===== config.mk =====
export PLATFORM = sky130hd
export DESIGN_NAME = group_reverse_stream_core
export DESIGN_NICKNAME = d
export VERILOG_FILES = /design/src/hdl/grs_pkg.sv /design/src/hdl/grs_cell.sv /design/src/hdl/group_reverse_stream_core.sv
export SDC_FILE = /design/constraint.sdc
export NUM_CORES = 1
export LEC_CHECK = 0
export BUFFER_PORTS_ARGS = -buffer_cell sky130_fd_sc_hd__clkbuf_2
export CORE_UTILIZATION = 45
export CTS_CLUSTER_DIAMETER = 150
export DETAILED_ROUTE_END_ITERATION = 7
export PLACE_DENSITY_LB_ADDON = 0.05
export SLEW_MARGIN = 40
export SYNTH_ARGS = -nofsm -noshare
export SYNTH_HDL_FRONTEND = slang
export SYNTH_SLANG_ARGS = --single-unit
export TNS_END_PERCENT = 5

===== constraint.sdc =====
create_clock -name clk -period 11.9 [get_ports clk]
set_input_delay 0.595 -clock clk [delete_from_list [all_inputs] [get_ports clk]]
set_output_delay 0.595 -clock clk [all_outputs]
set_load 0.01 [all_outputs]

===== src/hdl/grs_pkg.sv =====
// grs_pkg: shared types for the group reverse stream core.
// Payload structs, cell shift codes and sequencer states.
// No dependencies.
package grs_pkg;

  localparam int VALUE_W = 32;
  localparam int GSIZE_W = 5;
  localparam logic [GSIZE_W-1:0] GSIZE_RESET = GSIZE_W'(3);

  typedef struct packed {
    logic signed [VALUE_W-1:0] value;
    logic                      seq_end;
  } in_item_t;

  typedef struct packed {
    logic signed [VALUE_W-1:0] value_out;
    logic                      last_out;
  } out_item_t;

  // Cell move: keep, take upper neighbor, take lower neighbor.
  typedef enum logic [1:0] {
    CELL_HOLD,
    CELL_DOWN,
    CELL_UP
  } cell_op_t;

  typedef enum logic [1:0] {
    ST_LOAD,
    ST_REV,
    ST_SKIP,
    ST_FWD
  } grs_state_t;

endpackage


===== src/hdl/grs_cell.sv =====
// grs_cell: one storage cell of the group buffer chain.
// Holds one value, loads from either neighbor. Uses grs_pkg.
module grs_cell (
  input  logic                           clk,
  input  grs_pkg::cell_op_t              op,
  input  logic signed [grs_pkg::VALUE_W-1:0] lo,
  input  logic signed [grs_pkg::VALUE_W-1:0] hi,
  output logic signed [grs_pkg::VALUE_W-1:0] q
);
  import grs_pkg::*;

  always_ff @(posedge clk) begin
    unique case (op)
      CELL_DOWN: q <= hi;
      CELL_UP:   q <= lo;
      default:   q <= q;
    endcase
  end

endmodule


===== src/hdl/group_reverse_stream_core.sv =====
// group_reverse_stream_core: reverses a value stream in groups of group_size.
// The transfer that completes a group moves the sequencer to ST_REV; a group
// of n drains at one result per cycle while result_stall is low, input stalled.
// A partial group at seq_end shifts oldest to cell 0, then drains in arrival order.
// Throughput: one input transfer per cycle while a group fills.
// Reset (rst, sync): sequencer to load, fill count 0, group_size 3, no result.
module group_reverse_stream_core #(
  parameter int MAX_GROUP = 16
) (
  input  logic                            clk,
  input  logic                            rst,
  // input channel
  input  logic                            item_valid,
  output logic                            item_stall,
  input  grs_pkg::in_item_t               item,
  // result channel
  output logic                            result_valid,
  input  logic                            result_stall,
  output grs_pkg::out_item_t              result,
  // group_size register
  input  logic                            cfg_we,
  input  logic [grs_pkg::GSIZE_W-1:0]     cfg_data
);
  import grs_pkg::*;

  localparam int CW = $clog2(MAX_GROUP + 1);
  localparam int GW = (CW > GSIZE_W) ? CW : GSIZE_W;

  // Chain of cells. New values enter at the top (MAX_GROUP-1) while the chain
  // shifts down, so the newest item sits at the top and the oldest of n items
  // at MAX_GROUP-n. Reversed drain reads the top and shifts up; in-order drain
  // first shifts the oldest down to cell 0, then reads cell 0 and shifts down.
  logic signed [VALUE_W-1:0] cq [MAX_GROUP];
  cell_op_t                  op;

  for (genvar i = 0; i < MAX_GROUP; i++) begin : g_cell
    logic signed [VALUE_W-1:0] lo_n, hi_n;
    if (i == 0) begin : g_lo0
      assign lo_n = '0;
    end else begin : g_lo
      assign lo_n = cq[i-1];
    end
    if (i == MAX_GROUP - 1) begin : g_hitop
      assign hi_n = item.value;
    end else begin : g_hi
      assign hi_n = cq[i+1];
    end
    grs_cell u_cell (
      .clk (clk),
      .op  (op),
      .lo  (lo_n),
      .hi  (hi_n),
      .q   (cq[i])
    );
  end

  // Configuration register and its clamped effective value.
  logic [GSIZE_W-1:0] group_size;
  logic [GW-1:0]      gs_ext;
  logic [CW-1:0]      gsize_eff;

  always_ff @(posedge clk) begin
    if (rst) begin
      group_size <= GSIZE_RESET;
    end else if (cfg_we) begin
      group_size <= cfg_data;
    end
  end

  always_comb begin
    gs_ext = GW'(group_size);
    priority if (gs_ext == '0) begin
      gsize_eff = CW'(1);
    end else if (gs_ext > GW'(MAX_GROUP)) begin
      gsize_eff = CW'(MAX_GROUP);
    end else begin
      gsize_eff = CW'(gs_ext);
    end
  end

  // Sequencer state
  grs_state_t state, state_next;
  logic [CW-1:0] fill, fill_next;
  logic [CW-1:0] rem, rem_next;     // results left in the current drain
  logic [CW-1:0] skip, skip_next;   // shifts left before in-order drain
  logic          end_flag, end_flag_next;
  logic          result_valid_next;
  out_item_t     result_next;

  logic          take;              // input transfer this cycle
  logic          out_free;          // output register can accept a result
  logic [CW-1:0] n_new;

  assign item_stall = (state != ST_LOAD);
  assign take       = item_valid && !item_stall;
  assign out_free   = !result_valid || !result_stall;
  assign n_new      = fill + CW'(1);

  always_ff @(posedge clk) begin
    if (rst) begin
      state        <= ST_LOAD;
      fill         <= '0;
      rem          <= '0;
      skip         <= '0;
      end_flag     <= 1'b0;
      result_valid <= 1'b0;
    end else begin
      state        <= state_next;
      fill         <= fill_next;
      rem          <= rem_next;
      skip         <= skip_next;
      end_flag     <= end_flag_next;
      result_valid <= result_valid_next;
    end
  end

  // Output payload needs no reset.
  always_ff @(posedge clk) begin
    result <= result_next;
  end

  always_comb begin
    state_next        = state;
    fill_next         = fill;
    rem_next          = rem;
    skip_next         = skip;
    end_flag_next     = end_flag;
    result_next       = result;
    result_valid_next = result_valid && result_stall;
    op                = CELL_HOLD;

    unique case (state)
      ST_LOAD: begin
        if (take) begin
          op = CELL_DOWN;
          priority if (n_new >= gsize_eff) begin
            // full group (or size lowered): drain reversed
            state_next    = ST_REV;
            rem_next      = n_new;
            end_flag_next = item.seq_end;
            fill_next     = '0;
          end else if (item.seq_end) begin
            // partial tail: drain in arrival order
            rem_next      = n_new;
            end_flag_next = 1'b1;
            fill_next     = '0;
            skip_next     = CW'(MAX_GROUP) - n_new;
            state_next    = (CW'(MAX_GROUP) == n_new) ? ST_FWD : ST_SKIP;
          end else begin
            fill_next = n_new;
          end
        end
      end
      ST_SKIP: begin
        op        = CELL_DOWN;
        skip_next = skip - CW'(1);
        if (skip == CW'(1)) begin
          state_next = ST_FWD;
        end
      end
      ST_REV, ST_FWD: begin
        if (out_free) begin
          if (state == ST_REV) begin
            op                    = CELL_UP;
            result_next.value_out = cq[MAX_GROUP-1];
          end else begin
            op                    = CELL_DOWN;
            result_next.value_out = cq[0];
          end
          result_next.last_out = end_flag && (rem == CW'(1));
          result_valid_next    = 1'b1;
          rem_next             = rem - CW'(1);
          if (rem == CW'(1)) begin
            state_next = ST_LOAD;
          end
        end
      end
      default: begin
        state_next = ST_LOAD;
      end
    endcase
  end

endmodule

==> results of run 1 <==
## area by class of cell
type | count | area (um2)
clock buffers | 93 | 1840
repair buffers | 95 | 694
clock inverters | 15 | 67.6
well taps | 688 | 861
inverters | 11 | 45.0
fillers | 4377 | 25500
multi-input cells | 704 | 7030
flip-flops and latches | 569 | 16800
## worst paths after layout
check                    from                     end  slack, ns  cells after the start
hold reg to reg       fill[4]                 fill[4]       0.47                      2
setup / recovery     state[1]  g_cell[2].u_cell.q[16]       7.60                     10
setup reg to reg     state[1]  g_cell[2].u_cell.q[16]       7.60                     10
hold / removal    cfg_data[0]           group_size[0]       0.25                      3
## flip-flops by register name, indices dropped and copies added (netlist names)
signal,flops
end_flag,1
fill,5
g_cell.u_cell.q,512
group_size,5
rem,5
result,33
result_valid,1
skip,5
state,2
## synth_stat cells (5+ instances only)
library cell	number	area, um2
sky130_fd_sc_hd__clkbuf_1	14	52.6
sky130_fd_sc_hd__edfxtp_1	545	16400
sky130_fd_sc_hd__nor2b_1	34	213
sky130_fd_sc_hd__dfxtp_1	24	480
sky130_fd_sc_hd__mux2i_1	5	50.1
sky130_fd_sc_hd__nor2_1	19	71.3
sky130_fd_sc_hd__a21oi_1	24	120
sky130_fd_sc_hd__mux2_2	512	5770
sky130_fd_sc_hd__a31oi_1	5	31.3
sky130_fd_sc_hd__buf_2	53	265
sky130_fd_sc_hd__inv_1	10	37.5
sky130_fd_sc_hd__nand3_1	10	50.1
sky130_fd_sc_hd__nor3_1	6	30.0
sky130_fd_sc_hd__nand2_1	25	93.8
sky130_fd_sc_hd__ha_1	12	150
## power groups by stage
stage	sequential (mW)	clock [mW]	combinational, mW
finish	3.17	1.82	0.777
global route	3.24	1.96	0.864
CTS	3.18	1.89	0.793
detailed placement	3.21	0	0.788
global placement	3.21	0	0.745
floorplan	3.20	0	0.628
## kinds of logic (layout without fill, tap and decap cells)
kind of cell,count (synthesis),count (layout),share of synthesized area (%)
compound gates,58,58,1.57
mux,517,517,24.0
fa+ha+maj,12,12,0.619
simple gates,112,112,2.46
xor+xnor,5,5,0.258
buf+inv,82,214,1.62
flops,569,569,69.5
## per-layer routing
metal	vias up	part of all wire [%]	wire length (um)	global-route usage, %
met3	67	3.5	1330	3.44
met1	5706	49	18300	20.5
li1	5455	-	-	-
met5	-	0	0	0
met2	149	46	17200	20.9
met4	0	2.3	880	4.85
## through the flow
| step | instances | util, % | instance area, um2 | setup WS [ns] |
|---|---|---|---|---|
| after detailed placement | 2065 | 48.1 | 25400 | 7.38 |
| after CTS | 2173 | 51.7 | 27300 | 7.37 |
| after global routing | 2175 | 51.8 | 27400 | 7.26 |
| after global placement | 2059 | 47.8 | 25300 | 7.30 |
| after floorplan | 1355 | - | 24200 | 2.51 |
| final | 2175 | 51.8 | 27400 | 7.60 |
## tightest hold or removal path, cell delays in order
cell	delay, ns
sky130_fd_sc_hd__clkbuf_2	0.08
sky130_fd_sc_hd__mux2i_1	0.06
sky130_fd_sc_hd__nand2_1	0.06
==> impl_metrics.csv, run 1 <==
group,metric,value,unit
route,drt_iter0_markers,832,
global_route,grt-ovfl-total,0,
synth,synth_area_per_cell,17.9,um2
floorplanning,floorplan.initialDensity,45.9,%
route,routed-via-count,11400,
global_route,grt_max_degree,166,
job,cap_violations,0,
critical_path,critical_path.endpoint_type,"flip-flop",
pwr,share_clk_of_total_power,31.5,%
route,drc,5,
clock_tree,cts_repair_resize_count,0,
final_layout,diodes,0,
timing,tightestPinTransition,0.821,ns
synth,synth_enable_flop_cells,545,
placement,io_buffers,77,
pwr,power,5.76,mW
route,sum_of_routed_wire_length_over_all_layers,37.7,mm
global_route,grt_pass1_vias,11800,
critical_path,largest_fanout_on_the_critical_path,104,
clock_tree,cts_sinks,569,
synth,synthesis.yosys.warnings,0,
synth,syn-cell-area,24200,um2
outcome,failed_checks,"DRC",
clock_tree,clockBufferDepth,3,
critical_path,critical_path.cell_chain,"nand2b_2 -> buf_4 -> a21oi_1 -> ha_4 -> clkinvlp_4 -> buf_12 -> buf_12 -> buf_16 -> buf_4 -> buf_12",
synth,postSynthRegisterBits,569,
placement,globalplace.congestion,0.768,
floorplanning,core-area,52900,um2
critical_path,cp_data_required_time,12.16,ns
timing,report.final.slew_viol_count,0,
floorplanning,die_height,234,um
synth,yosys.cell_types.count,52,
final_layout,synthToLayoutAreaGrowth,12.9,%
timing,setup-tns-final,0,ns
synth,syn-num-nets,1410,
route,vias_per_cell,5.23,
final_layout,num-nets-final,1502,
pwr,power.share.combinational,13.5,%
critical_path,critPathTopFamily,"buffers and inverters",
clock_tree,cts_htree_levels,3,
timing,final.setup_skew,0.0181,ns
timing,period_minus_slack,4.30,ns
clock_tree,clk_latency,0.57,ns
floorplanning,fp.dieW,234,um
outcome,run_status,"complete, but fails checks",
timing,finalHoldViolCount,0,
timing,hold_slack,0.253,ns
global_route,grt_pass1_wl,62.3,mm
clock_tree,cts_tree,"yes",
final_layout,layout.cells.most_common_list,"sky130_fd_sc_hd__edfxtp_1, sky130_fd_sc_hd__mux2_2, sky130_fd_sc_hd__clkbuf_2, sky130_fd_sc_hd__clkbuf_16, sky130_fd_sc_hd__nor2b_1",
timing,final_period_utilization,36.1,%
timing,max_freq,233,MHz
floorplanning,num_io_pins,78,
route,detail_route.wl_per_cell,17.3,um
pwr,vdd.ir_drop.worst,0.000137,V
synth,synthCells,1355,
pwr,internal-power,4.42,mW
global_route,antenna_found_initial,0,
pwr,p_sw_share,23.3,%
critical_path,critPathMostFrequentCell,"sky130_fd_sc_hd__buf_12",
synth,synth_sequential_area_ratio,69.5,%
timing,max_slew_margin,45.3,%
critical_path,crit_type,"flip-flop to flip-flop",
clock_tree,clockRootBuffer,"sky130_fd_sc_hd__clkbuf_16",
pwr,total_leakage_power,9.30,nW
clock_tree,worst_setup_hold_path_clk_slew,0.06,ns
critical_path,worst_path_max_delay_cell,"sky130_fd_sc_hd__buf_4",
floorplanning,floorplan.die_area,54800,um2
pwr,net-switching-power,1.34,mW
final_layout,post_route_cells_drive_above_1_share,46.5,%
hold_path,min-delay-path-class,"primary input to flip-flop",
critical_path,count_of_buffering_cells_on_the_critical_path_with_inverters_included,7,
clock_tree,cts_setup_buffers,0,
critical_path,max_stage_delay,0.59,ns
critical_path,worstSetupStartpointType,"flip-flop",
critical_path,critPathArrivalTime,4.55,ns
clock_tree,cts_buffers,66,
timing,timing.final.setup_violations,0,
final_layout,layout_commonest_cell,"sky130_fd_sc_hd__edfxtp_1",
synth,synthFlopType,"sky130_fd_sc_hd__edfxtp_1",
timing,grt_setup_unrepaired,"no",
pwr,share_seq_of_total_power,55.0,%
clock_tree,ctsHoldBuffers,0,
route,postRouteAntennaNets,0,
route,drt-pass1-iter-count,6,
synth,asyncSetResetFlopFracSynth,0,%
floorplanning,floorplan.rows,84,
pwr,cellPowerDensity,210,nW/um2
global_route,global_route.usage.total,14.2,%
placement,place_hpwl,21.2,mm
(Power assumes the default switching activity.)
==> inputs of run 2 (changes only) <==
==> constraint.sdc (replaced) <==
create_clock -name clk -period 4.1 [get_ports clk]
set_input_delay 0.205 -clock clk [delete_from_list [all_inputs] [get_ports clk]]
set_output_delay 0.205 -clock clk [all_outputs]
set_load 0.01 [all_outputs]
==> run 2 against run 1 <==
Net effect:
- the flow still finishes with violations (DRC)
- wire length rose by 2.2%
- utilization rose by 0.68 points
- critical path depth shrank 4
- via count rose by 2.2%
- die area unchanged
- critical endpoint is now g_cell[3].u_cell.q[9]
- combinational power rose to 3.0 times the previous value
==> impl_metrics.csv, run 2 (synthesis gave the netlist of run 1 again) <==
group,metric,value,unit
outcome,run_status,"complete, but fails checks",
outcome,failed_checks,"DRC",
critical_path,worst-r2r-setup-slack,1.23,ns
global_route,antenna_found_initial,1,
timing,final.setup_skew,0.0152,ns
clock_tree,cts_sinks,569,
pwr,cellPowerDensity,592,nW/um2
final_layout,num-nets-final,1549,
clock_tree,ctsHoldBuffers,44,
route,drc,3,
pwr,total_leakage_power,9.46,nW
pwr,internal-power,12.5,mW
final_layout,synthToLayoutAreaGrowth,14.4,%
route,postRouteAntennaNets,0,
timing,period_minus_slack,2.87,ns
timing,final_period_utilization,69.9,%
critical_path,count_of_buffering_cells_on_the_critical_path_with_inverters_included,3,
timing,max_slew_margin,50.9,%
clock_tree,clockBufferDepth,3,
floorplanning,num_io_pins,78,
critical_path,largest_fanout_on_the_critical_path,45,
route,drt-pass1-iter-count,7,
timing,postLayoutSetupSlackWorst,1.23,ns
route,routed-via-count,11600,
pwr,power.share.combinational,14.0,%
placement,total_placed_cells_including_tap_cells,2076,
global_route,grt_pass1_vias,12200,
final_layout,layout_commonest_cell,"sky130_fd_sc_hd__edfxtp_1",
clock_tree,cts_repair_resize_count,0,
critical_path,worstSetupStartpointType,"flip-flop",
timing,hold_slack,0.120,ns
final_layout,diodes,0,
critical_path,critical_path.cell_chain,"clkinv_1 -> a22oi_1 -> ha_4 -> buf_12 -> buf_4 -> mux2_2",
critical_path,crit_type,"flip-flop to flip-flop",
clock_tree,cts_setup_buffers,0,
clock_tree,clockRootBuffer,"sky130_fd_sc_hd__clkbuf_16",
global_route,grt_max_degree,120,
floorplanning,core-area,52900,um2
critical_path,max_stage_delay,0.51,ns
clock_tree,worst_setup_hold_path_clk_slew,0.06,ns
timing,report.final.slew_viol_count,0,
final_layout,layout.cells.most_common_list,"sky130_fd_sc_hd__edfxtp_1, sky130_fd_sc_hd__mux2_2, sky130_fd_sc_hd__clkbuf_2, sky130_fd_sc_hd__clkbuf_16, sky130_fd_sc_hd__dlygate4sd3_1",
final_layout,largest_register_ffs,512,
timing,tightestPinTransition,0.736,ns
global_route,global_route.usage.total,14.5,%
global_route,grt-ovfl-total,0,
clock_tree,cts_tree,"yes",
placement,globalplace.congestion,0.759,
floorplanning,floorplan.die_area,54800,um2
timing,grt_setup_unrepaired,"no",
pwr,p_sw_share,23.7,%
final_layout,most_flop_heavy_register,"g_cell.u_cell.q",
timing,finalHoldViolCount,0,
clock_tree,cts_buffers,60,
route,sum_of_routed_wire_length_over_all_layers,38.6,mm
critical_path,critical_path.endpoint_type,"flip-flop",
hold_path,min-delay-path-class,"primary input to flip-flop",
critical_path,setup.worst_path.start,"state[0]",
route,drt_iter0_markers,952,
job,cap_violations,0,
final_layout,top_regs,"g_cell.u_cell.q: 512 flops, result: 33 flops",
global_route,grt_pass1_wl,64.2,mm
critical_path,worst_path_max_delay_cell,"sky130_fd_sc_hd__dfxtp_2",
pwr,vdd.ir_drop.worst,0.000328,V
floorplanning,floorplan.rows,84,
floorplanning,fp.dieW,234,um
placement,dpl_worst_slack,1.20,ns
critical_path,worstReg2RegStart,"state[0]",
placement,io_buffers,77,
critical_path,cp_data_required_time,4.44,ns
critical_path,critPathTopFamily,"buffers and inverters",
floorplanning,die_height,234,um
pwr,share_seq_of_total_power,56.0,%
clock_tree,cts_htree_levels,2,
clock_tree,clk_latency,0.60,ns
final_layout,stdcell_count,2231,
floorplanning,floorplan.initialDensity,45.9,%
pwr,net-switching-power,3.90,mW
final_layout,post_route_cells_drive_above_1_share,45.7,%
route,detail_route.wl_per_cell,17.3,um
critical_path,critPathArrivalTime,3.21,ns
placement,place_hpwl,22.3,mm
timing,timing.final.setup_violations,0,
timing,max_freq,349,MHz
hold_path,worst_hold_startpoint,"rst",
pwr,share_clk_of_total_power,30.0,%
route,vias_per_cell,5.21,
[run 2: cell count changes in the layout (fill, tap and decap cells not counted), sizes merged]
cell,delta
bufinv,+1
clkinvlp,+2
dlygate4sd3,+44
inv,-2
buf,+9
clkinv,+20
clkbuf,-18
[run 2: path summary, 6_finish.rpt]
kind | end | cells after the start
setup / recovery | g_cell[3].u_cell.q[9] | 6
setup reg to reg | g_cell[3].u_cell.q[9] | 6
hold / removal | state[1] | 2
hold reg to reg | fill[4] | 2
[run 2: per-stage QoR]
stage               instance area, um2  setup TNS [ns]  utilization (%)  power, mW
floorplan                        24300        -2614.48                -       11.1
global placement                 25500               0             48.3       11.5
detailed placement               25500               0             48.3       11.6
CTS                              27700               0             52.5       16.7
global route                     27700               0             52.5       17.3
finish                           27700               0             52.5       16.4
[run 2: layout make-up]
type                       instances  area [um2]
clock buffer                      75        1580
clock inverter                    36         183
fill                            4347       25100
inverter                          11        45.0
multi-input combinational        704        7040
sequential                       569       16800
tap                              688         861
timing repair buffer             148        1190
[run 2: power by group through the flow]
stage          clock network (mW)  logic, mW  registers [mW]
2_1_floorplan                   0       1.83            9.30
4_1_cts                      5.11       2.36            9.22
3_5_place_dp                    0       2.31            9.32
3_3_place_gp                    0       2.23            9.31
5_1_grt                      5.30       2.56            9.42
6_report                     4.93       2.31            9.19
[run 2: worst register-to-register path, cell delays in order (launching register included)]
cell and delay (ns):
sky130_fd_sc_hd__dfxtp_2 0.51, sky130_fd_sc_hd__clkinv_1 0.33, sky130_fd_sc_hd__a22oi_1 0.36, sky130_fd_sc_hd__ha_4 0.35, sky130_fd_sc_hd__buf_12 0.29, sky130_fd_sc_hd__buf_4 0.39, sky130_fd_sc_hd__mux2_2 0.39
[run 2: metal layers]
metal | GRT usage (%) | up-vias | share of wire, %
li1 | - | 5578 | -
met1 | 20.9 | 5848 | 49
met2 | 21.9 | 138 | 45
met3 | 2.66 | 63 | 3.5
met4 | 4.85 | 2 | 2.3
met5 | 0 | - | 0.044
